--- src/rtl/core/pbal_pkg.sv ---
// ----------------------------------------------------------------------------
// pbal_pkg
// Shared types and codes for the power-of-two block allocator.
// ----------------------------------------------------------------------------
package pbal_pkg;

    localparam int CLS_W = 5;

    typedef enum logic [1:0] {
        STS_OK        = 2'd0,
        STS_NO_MEM    = 2'd1,
        STS_TOO_LARGE = 2'd2
    } status_t;

    typedef enum logic [2:0] {
        S_IDLE,
        S_START,
        S_POP,
        S_SPLIT,
        S_FREE,
        S_EMIT
    } state_t;

    typedef struct packed {
        logic              is_free;
        logic              too_large;
        logic [CLS_W-1:0]  cls;
        logic [15:0]       free_block;
    } cmd_t;

endpackage

--- src/rtl/core/pbal_front.sv ---
// ----------------------------------------------------------------------------
// pbal_front
// Accepts requests, picks the size class, and queues commands for the back.
// ----------------------------------------------------------------------------
module pbal_front #(
    parameter int NUM_CLASSES     = 12,
    parameter int MIN_BLOCK_BYTES = 32
) (
    input  logic           clk,
    input  logic           rst_n,
    input  logic           in_valid,
    output logic           in_stall,
    input  logic           req_type,
    input  logic [15:0]    req_size,
    input  logic [15:0]    free_block,
    output logic           q_valid,
    input  logic           q_pop,
    output pbal_pkg::cmd_t q_cmd
);
    import pbal_pkg::*;

    localparam logic [63:0] MAX_NEED = 64'(MIN_BLOCK_BYTES) << (NUM_CLASSES - 1);

    logic [15:0]      padded;
    logic [16:0]      need;
    logic [CLS_W-1:0] cls;
    cmd_t             cmd;
    logic             push;

    cmd_t        q_mem_reg [2];
    logic        wptr_reg;
    logic        wptr_next;
    logic        rptr_reg;
    logic        rptr_next;
    logic [1:0]  count_reg;
    logic [1:0]  count_next;

    always_comb
    begin
        padded = (req_size < 16'd24) ? 16'd24 : req_size;
        need   = {1'b0, padded} + 17'd8;
        cls    = CLS_W'(NUM_CLASSES - 1);
        for (int c = NUM_CLASSES - 2; c >= 0; c--)
        begin
            if (64'(need) <= (64'(MIN_BLOCK_BYTES) << c))
                cls = CLS_W'(c);
        end
        cmd.is_free    = req_type;
        cmd.too_large  = ~req_type && (64'(need) > MAX_NEED);
        cmd.cls        = cls;
        cmd.free_block = free_block;
    end

    assign in_stall = (count_reg == 2'd2);
    assign push     = in_valid && !in_stall;
    assign q_valid  = (count_reg != 2'd0);
    assign q_cmd    = q_mem_reg[rptr_reg];

    always_comb
    begin
        wptr_next  = wptr_reg ^ push;
        rptr_next  = rptr_reg ^ (q_pop && q_valid);
        count_next = count_reg + 2'(push) - 2'(q_pop && q_valid);
    end

    always_ff @(posedge clk or negedge rst_n)
    begin
        if (!rst_n)
        begin
            wptr_reg  <= 1'b0;
            rptr_reg  <= 1'b0;
            count_reg <= 2'd0;
        end
        else
        begin
            wptr_reg  <= wptr_next;
            rptr_reg  <= rptr_next;
            count_reg <= count_next;
        end
    end

    always_ff @(posedge clk)
    begin
        if (push)
            q_mem_reg[wptr_reg] <= cmd;
    end

endmodule

--- config.mk ---
export PLATFORM = sky130hd
export DESIGN_NAME = pbal_front
export DESIGN_NICKNAME = d
export VERILOG_FILES = /design/src/rtl/core/pbal_pkg.sv /design/src/rtl/core/pbal_front.sv
export SDC_FILE = /design/constraint.sdc
export NUM_CORES = 1
export LEC_CHECK = 0
export ABC_CLOCK_PERIOD_IN_PS = 1700
export BUFFER_PORTS_ARGS = -buffer_cell sky130_fd_sc_hd__buf_2
export CAP_MARGIN = 25
export CORE_UTILIZATION = 45
export CTS_CLUSTER_DIAMETER = 80
export DETAILED_ROUTE_END_ITERATION = 10
export GPL_TIMING_DRIVEN = 0
export PLACE_DENSITY = 0.81
export RECOVER_POWER = 25
export SETUP_SLACK_MARGIN = 0.15
export SLEW_MARGIN = 20
export SYNTH_ARGS = -nofsm -noshare
export SYNTH_HDL_FRONTEND = slang
export SYNTH_SLANG_ARGS = --single-unit
export TNS_END_PERCENT = 20
--- constraint.sdc ---
create_clock -name clk -period 1.7 [get_ports clk]
set_input_delay 0.085 -clock clk [delete_from_list [all_inputs] [get_ports clk]]
set_output_delay 0.085 -clock clk [all_outputs]
set_load 0.02 [all_outputs]
Word level (Yosys, flattened, before mapping)
Memory sizes are Yosys's and may differ from the RTL's.
Index checks and enable logic that the tools add are counted.

word-level totals
  bits in registers = 4
  bits in latches = 0
  bits in writable memories = 46
  ROM bits = 0
  bits of input ports = 37
  output and inout port bits = 25
  word-level logic and storage cells = 43
  memories = 1

cells by class
  $add $sub $neg = 3
  multipliers = 0
  divide/modulo/power cells = 0
  $lt $le $gt $ge = 13
  eq/ne operators = 1
  shift operators = 0
  multiplexer cells = 14
  bitwise logic cells = 3
  reductions and logical operators = 5

memories
  memory     depth  width  rd ports  clocked after memory_dff  write ports  line              RTL
  q_mem_reg  2      23     1         0                         1            pbal_front.sv:30  cmd_t q_mem_reg [2];

operators with widths
  kind                                                                                 number
  5-bit 2-to-1 mux                                                                     9
  16-bit by 4-bit adder with 17-bit output (second input constant)                     1
  17-bit greater-than comparator (second input constant)                               1
  17-bit by 10-bit less-or-equal comparator with 1-bit output (second input constant)  1
  17-bit by 11-bit less-or-equal comparator with 1-bit output (second input constant)  1
  17-bit by 12-bit less-or-equal comparator with 1-bit output (second input constant)  1
  17-bit by 13-bit less-or-equal comparator with 1-bit output (second input constant)  1
  17-bit by 14-bit less-or-equal comparator with 1-bit output (second input constant)  1
  17-bit by 15-bit less-or-equal comparator with 1-bit output (second input constant)  1
  17-bit by 16-bit less-or-equal comparator with 1-bit output (second input constant)  1
  17-bit by 6-bit less-or-equal comparator with 1-bit output (second input constant)   1
  17-bit by 7-bit less-or-equal comparator with 1-bit output (second input constant)   1
  17-bit by 8-bit less-or-equal comparator with 1-bit output (second input constant)   1
  17-bit by 9-bit less-or-equal comparator with 1-bit output (second input constant)   1
  16-bit by 5-bit < comparator with 1-bit output (second input constant)               1
  16-bit 2-to-1 mux                                                                    1
  1-bit logical AND                                                                    3
  1-bit 2-to-1 mux                                                                     3
  2-bit by 1-bit adder with 2-bit output                                               1
  2-bit == test (second input constant)                                                1
  2-bit 2-to-1 mux                                                                     1
  2-bit nonzero test                                                                   1
  2-bit by 1-bit subtractor with 2-bit output                                          1
  1-bit bitwise XOR                                                                    2
  2 further kinds                                                                      2

Longest topological paths before layout
Gate-level depths: netlist (run 1).

  depth in word-level cells = 15
  mapped depth = 14

Least setup slack after synthesis (run 1)
Ideal clock, no wire load.

  kind = input -> register
  start = in req_size[12]
  end = mem q_mem_reg[0][17] (netlist name), data pin
  arrival = 2.625 ns
  required time = 1.554 ns
  path slack = -1.072 ns
  stages on the path = 14
  path buffers = 2
  cells stage by stage = buf_2 -> nor3_1 -> nand4_1 -> or2b_1 -> ha_1 -> and4_1 -> buf_6 -> o2111ai_1 -> o21ai_2 -> a21o_1 -> a21boi_2 -> or3b_4 -> a32oi_2 -> a2bb2oi_2

between the ends
  longest elaborated chain between the ends = 14
  elaborated cells between the ends (all ways) = 23
  those cells by class = add/sub: 1; order compare: 11; mux: 11

RTL lines
  what                                                         line              RTL
  start: declaration                                           pbal_front.sv:14  input logic [15:0] req_size,
  16-bit by 5-bit < comparator with 1-bit output               pbal_front.sv:40  padded = (req_size < 16'd24) ? 16'd24 : req_size;
  16-bit 2-to-1 mux *                                          pbal_front.sv:40
  16-bit by 4-bit adder with 17-bit output *                   pbal_front.sv:41  need = {1'b0, padded} + 17'd8;
  17-bit by 15-bit less-or-equal comparator with 1-bit output  pbal_front.sv:45  if (64'(need) <= (64'(MIN_BLOCK_BYTES) << c))
  2-bit 2-to-1 mux                                             pbal_front.sv:45
  5-bit 2-to-1 mux (8 in series)                               pbal_front.sv:45
  5-bit 2-to-1 mux *                                           pbal_front.sv:45
  via cls[1]                                                   pbal_front.sv:26  logic [CLS_W-1:0] cls;
  end: declaration                                             pbal_front.sv:30

The timed path passes the listed nets; every way through them passes the cells marked *.

Worst setup path in the final report (run 1)
  start = in req_size[14]
  end = mem q_mem_reg[0][16] (netlist name), data pin

between the ends
  longest elaborated chain between the ends = 15
  elaborated cells between the ends (all ways) = 25
  those cells by class = add/sub: 1; order compare: 12; mux: 12

RTL lines
  what                                                         line
  16-bit by 5-bit < comparator with 1-bit output               pbal_front.sv:40
  16-bit 2-to-1 mux *                                          pbal_front.sv:40
  16-bit by 4-bit adder with 17-bit output *                   pbal_front.sv:41
  17-bit by 16-bit less-or-equal comparator with 1-bit output  pbal_front.sv:45
  1-bit 2-to-1 mux                                             pbal_front.sv:45
  2-bit 2-to-1 mux                                             pbal_front.sv:45
  5-bit 2-to-1 mux (8 in series)                               pbal_front.sv:45
  5-bit 2-to-1 mux *                                           pbal_front.sv:45
  via cls[0]                                                   pbal_front.sv:26

Marks and branches as above.

==> results.md, run 1 <==
- Number of synthesis warnings: 0
- FF+latch count, synth: 48
- Final worst slack: -0.939 ns
- DR iter-0 viols: 69
- Cells after DPL: 336
- Reported net switching power: 1.44 mW
- Worst hold path type: input pin to flop
- Crit end category: flop
- Share of cells above drive strength 1: 47.8%
- Die Ht: 79.2 um
- Clk slew on worst S/H paths: 0.08 ns
- Sequential share of the synthesized area: 53.0%
- Clock buffer depth: 2
- Max transition margin: 66.9%
- Final Non-Filler Cells: 386
- Core Region: 5610 um^2
- Total Power: 4.33 mW
- Routed WL: 6110 um
- Ys async rst share: 8.33%
- Max FFs per register: 44
- Fmax: 379 MHz
- Worst skew pair latency: 0.29 ns
- Die Area: 6270 um^2
- Synth Area in Adders: 2.80%
- Worst R2R Setup Slack: 0.03 ns
- Synth Instances: 210
- Congestion Overflow GR: 0
- Final net count: 356
- Commonest non-fill, non-tap cell in the layout: edfxtp_1
- Simple logic cell fraction of the synthesized area: 16.6%
- DR pass1 iterations: 6
- Via count: 2090
- H-tree level count: 2
- Post-DP HPWL: 3880 um
- Slew @ Worst Pin: 0.486 ns
- Setup crit start kind: input pin
- Wirelength per Cell: 15.8 um
- Synth Area in Compound Gates: 10.1%
- Area Overhead vs Synth: 41.9%
- Combinational share of power: 41.7%
- Pwr/cell area: 1140 nW/um^2
- Clock tree sinks: 48
- ANT cells: 0
- Leak: 1.44 nW
- Post-route ant nets: 0
- Most frequently used flop master after synthesis: edfxtp_1
- Area of the mapped netlist: 2680 um^2
- Slew Limit Fails: 0
- Antenna violations before repair: 0
- Crit Path Class: input pin to flop
- Rows: 27
- DRC: 0
- Fraction of synthesized area in multiplexers: 9.76%
- GP Congestion: 0.855
- Max-Cap Viols: 0
- Yosys cell types: 61
- I/O Buffers: 54
- First-pass GRT wire length: 9920 um
- Synth Net Count: 253
- RSZ-0062 raised after global routing: yes
- Switching share of power: 33.3%
- CTS tree: built
- Worst path arrival time: 2.67 ns
- Syn avg cell area: 12.8 um^2
- CTS root buf: clkbuf_8
- Clk pwr share: 18.0%
- Critical path peak fanout: 5
- Clock skew: 0.00289 ns
- Final Cycle Share: 155%
- Failing checks: setup timing
- CTS Buf Count: 5
- Die Span X: 79.2 um
- Peak VDD IR: 0.000665 V
- Largest net degree at the start of global routing: 23
- WP data required: 1.73 ns
- # IOs: 62
- Setup-failing EPs final: 10
- Starting density of the core: 47.8%
- Largest family of logic cells by synthesized area: simple AND/OR/NAND/NOR gates
- Internal cell power: 2.88 mW
- Xor and xnor area share after synthesis: 4.25%
- Vias in the first global route: 2085
- Most frequent cells in the layout: 44 x edfxtp_1, 43 x buf_2, 22 x mux2_2
- EDFF count, synth: 44
- Reg power frac: 40.3%
- Post-route minimum period: 2.64 ns
- DR vias/cell: 5.41
- GR Util All Layers: 20.3%
- Final Hold Fails: 0
- Status: complete, but fails checks
-- synthesized netlist by cell type (2+ instances only) --
library cell	instances	area share [%]
nor2_1	10	1.4
edfxtp_1	44	49
nand2b_1	3	0.70
and3_1	2	0.47
nor2b_1	2	0.47
mux2_2	22	9.2
nand3_1	8	1.5
or2_2	2	0.47
nor4_2	2	0.93
o21ai_0	5	0.93
buf_4	2	0.56
buf_6	2	0.84
buf_2	4	0.75
a21oi_1	3	0.56
xnor2_1	6	2.0
inv_1	5	0.70
buf_1	2	0.28
nand2_1	11	1.5
dfrtp_1	4	3.7
nor3_1	5	0.93
a21o_1	3	0.84
ha_1	6	2.8
and2_1	3	0.70
nor3b_1	2	0.56
o211ai_1	2	0.56
a31oi_1	4	0.93
xor2_1	7	2.3
nand4_1	4	0.93
and4_1	3	0.98
-- final cells by class --
class,count,area [um^2]
Buffer,11,97.6
Clock buffer,7,76.3
Clock inverter,1,30.0
Fill cell,410,1800
Inverter,5,18.8
Multi-Input combinational cell,146,1400
Sequential cell,48,1420
Tap cell,72,90.1
Timing Repair Buffer,96,666
-- what timing repair did --
item,in CTS,in global routing
hold endpoints to repair,34,4
hold buffers,16,2
setup buffers,20,4
pin swaps,16,18
endpoints found under the setup margin,75,42
gates resized for setup,33,16
-- per-layer routing --
metal	wire, um	vias up	GRT usage, %	part of all wire (%)
li1	-	998	-	-
met5	0	-	0	0
met1	2380	991	23.8	39
met4	186	0	6.73	3.0
met2	3250	84	37.4	53
met3	284	17	3.22	4.7
-- cell families after synthesis --
logic type	Yosys count
other	1
and+or+nand+nor	70
DFF	48
xor gates and xnor gates	13
buffers and inverters	16
adders and majority gates	6
AOI/OAI and AO/OA	33
muxes	23
-- critical path: stages --
cell,delay (ns)
buf_8,0.10
nor4_4,0.30
nand4_1,0.22
nand2_1,0.24
ha_4,0.20
nand3_2,0.15
xnor2_4,0.29
nor3_4,0.09
buf_4,0.15
buf_4,0.14
and3b_1,0.18
o211a_1,0.22
o221ai_1,0.21
o21ai_2,0.10
-- worst paths after layout --
check                           cells past startpoint          endpoint          from
worst min-delay path                                3          rptr_reg         q_pop
worst max register to register                      7      count_reg[1]  count_reg[0]
min in group asynchronous                           2      count_reg[0]         rst_n
worst max-delay path                               14  q_mem_reg[0][16]  req_size[14]
worst min register to register                      1      count_reg[1]  count_reg[1]
max in group asynchronous                           2          rptr_reg         rst_n
-- through the flow --
| step | util, % | area (um^2) | hold slack [ns] | setup TNS (ns) | setup WS (ns) |
|---|---|---|---|---|---|
| finish | 67.8 | 3800 | 0.106 | -8.81 | -0.939 |
| global route | 67.8 | 3800 | 0.0895 | -10.15 | -1.09 |
| CTS | 65.7 | 3690 | 0.00415 | -8.43 | -0.894 |
| detailed placement | 55.9 | 3140 | -0.100 | -23.39 | -1.43 |
| global placement | 55.9 | 3140 | -0.102 | -21.25 | -1.38 |
| floorplan | - | 2780 | -0.211 | -12.61 | -0.945 |
-- power groups by stage --
stage	Sequential (mW)	Combinational, mW	Clock (mW)
CTS	1.74	1.75	0.788
finish	1.74	1.80	0.779
detailed placement	1.77	1.57	0
global placement	1.74	1.54	0
floorplan	1.73	1.14	0
global route	1.77	1.95	0.845
Note: power is estimated with default switching activity, not from simulation.
==> inputs of run 2 (changes only) <==
--- a/config.mk
+++ b/config.mk
@@ -9,6 +9,7 @@
 export BUFFER_PORTS_ARGS = -buffer_cell sky130_fd_sc_hd__buf_2
 export CAP_MARGIN = 25
 export CORE_UTILIZATION = 45
+export CTS_BUF_LIST = sky130_fd_sc_hd__clkbuf_8
 export CTS_CLUSTER_DIAMETER = 80
 export DETAILED_ROUTE_END_ITERATION = 10
 export GPL_TIMING_DRIVEN = 0
==> results.md, run 2 (synthesis results as in run 1) <==
- Status: complete, but fails checks
- Failing checks: setup timing
- Commonest non-fill, non-tap cell in the layout: edfxtp_1
- Max FFs per register: 44
- DR vias/cell: 5.45
- Slew Limit Fails: 0
- Die Ht: 79.2 um
- Total Power: 4.32 mW
- Crit end category: flop
- Most frequent cells in the layout: 44 x edfxtp_1, 43 x buf_2, 22 x mux2_2
- Final worst slack: -0.940 ns
- Critical path peak fanout: 5
- Final Hold Fails: 0
- Max-Cap Viols: 0
- Slew @ Worst Pin: 0.482 ns
- Die Area: 6270 um^2
- CTS Buf Count: 5
- Clock skew: 0.00333 ns
- Antenna violations before repair: 0
- Setup-failing EPs final: 10
- Final Cycle Share: 155%
- I/O Buffers: 54
- Post-route ant nets: 0
- Wirelength per Cell: 15.9 um
- Crit Path Class: input pin to flop
- Max transition margin: 67.2%
- Setup TNS: -8.78 ns
- Clk slew on worst S/H paths: 0.08 ns
- Vias in the first global route: 2085
- Worst hold slack: 0.106 ns
- Worst path arrival time: 2.67 ns
- Worst hold path type: input pin to flop
- Worst skew pair latency: 0.29 ns
- Die Span X: 79.2 um
- Largest net degree at the start of global routing: 23
- # IOs: 62
- Peak VDD IR: 0.000665 V
- Starting density of the core: 47.8%
- Share of cells above drive strength 1: 47.8%
- DRC: 0
- DR pass1 iterations: 6
- GP Congestion: 0.855
- First-pass GRT wire length: 9920 um
- Rows: 27
- Clock buffer depth: 2
- Setup crit start kind: input pin
- H-tree level count: 2
- CTS root buf: clkbuf_8
- Pwr/cell area: 1140 nW/um^2
- Area Overhead vs Synth: 41.9%
- # fillers: 410
- Leak: 1.45 nW
- WP data required: 1.73 ns
- DR iter-0 viols: 69
- Clock tree sinks: 48
- Final net count: 356
- Core Region: 5610 um^2
- Routed WL: 6130 um
- ANT cells: 0
- Congestion Overflow GR: 0
- Post-DP HPWL: 3880 um
- CTS tree: built
- RSZ-0062 raised after global routing: yes
- GR Util All Layers: 20.3%
- Via count: 2103
- Post-route minimum period: 2.64 ns
- Fmax: 379 MHz
run 2: changes by cell type in the layout (fill, tap and decap cells not counted):
cell,delta
inv_1,+2
clkbuf_1,-2
run 2: worst paths after layout:
kind                              startpoint                to  slack, ns  cells after the start
worst max-delay path            req_size[14]  q_mem_reg[0][16]      -0.94                     14
worst min-delay path                   q_pop          rptr_reg       0.11                      3
worst max register to register  count_reg[0]      count_reg[1]       0.03                      7
worst min register to register  count_reg[1]      count_reg[1]       0.53                      1
max in group asynchronous              rst_n          rptr_reg       1.32                      2
min in group asynchronous              rst_n      count_reg[0]       0.16                      2
run 2: power by group:
part	total [mW]	internal (mW)	switching, mW
combinational	1.80	0.812	0.991
clock	0.771	0.428	0.343
sequential	1.74	1.63	0.111
total	4.32	2.87	1.45
run 2: worst max-delay path: stages:
cell and delay, ns:
buf_8 0.10, nor4_4 0.30, nand4_1 0.22, nand2_1 0.24, ha_4 0.19, nand3_2 0.15
xnor2_4 0.29, nor3_4 0.09, buf_4 0.15, buf_4 0.14, and3b_1 0.19, o211a_1 0.22
o221ai_1 0.21, o21ai_2 0.10
run 2: repair_timing:
action	4_1_cts	5_1_grt
pin swaps	16	18
buffers inserted	20	4
hold buffers	16	2
gates resized for setup	33	16
setup endpoints to repair	75	42
hold endpoints to repair	34	4
run 2: through the flow:
step / worst slack (ns) / util, % / instances / area (um^2)
final: -0.940 / 67.8 / 386 / 3800
after global routing: -1.09 / 67.8 / 386 / 3800
after CTS: -0.894 / 65.7 / 380 / 3690
after detailed placement: -1.43 / 55.9 / 336 / 3140
after global placement: -1.38 / 55.9 / 336 / 3140
after floorplan: -0.945 / - / 210 / 2780
run 2: cell type report:
cell class	count	area [um^2]	share of cell area, %
plain buffers	11	97.6	2.57
clock buffers	5	68.8	1.81
clock inverters	3	37.5	0.987
inverters	5	18.8	0.493
multi-input cells	146	1400	36.9
flip-flops and latches	48	1420	37.4
well taps	72	90.1	2.37
repair buffers	96	666	17.5
run 2: routing by layer:
metal	GRT usage, %	up-vias	part of all wire (%)
li1	-	995	-
met1	23.8	998	39
met2	37.4	93	53
met3	3.22	17	4.9
met4	6.73	0	3.1
met5	0	-	0
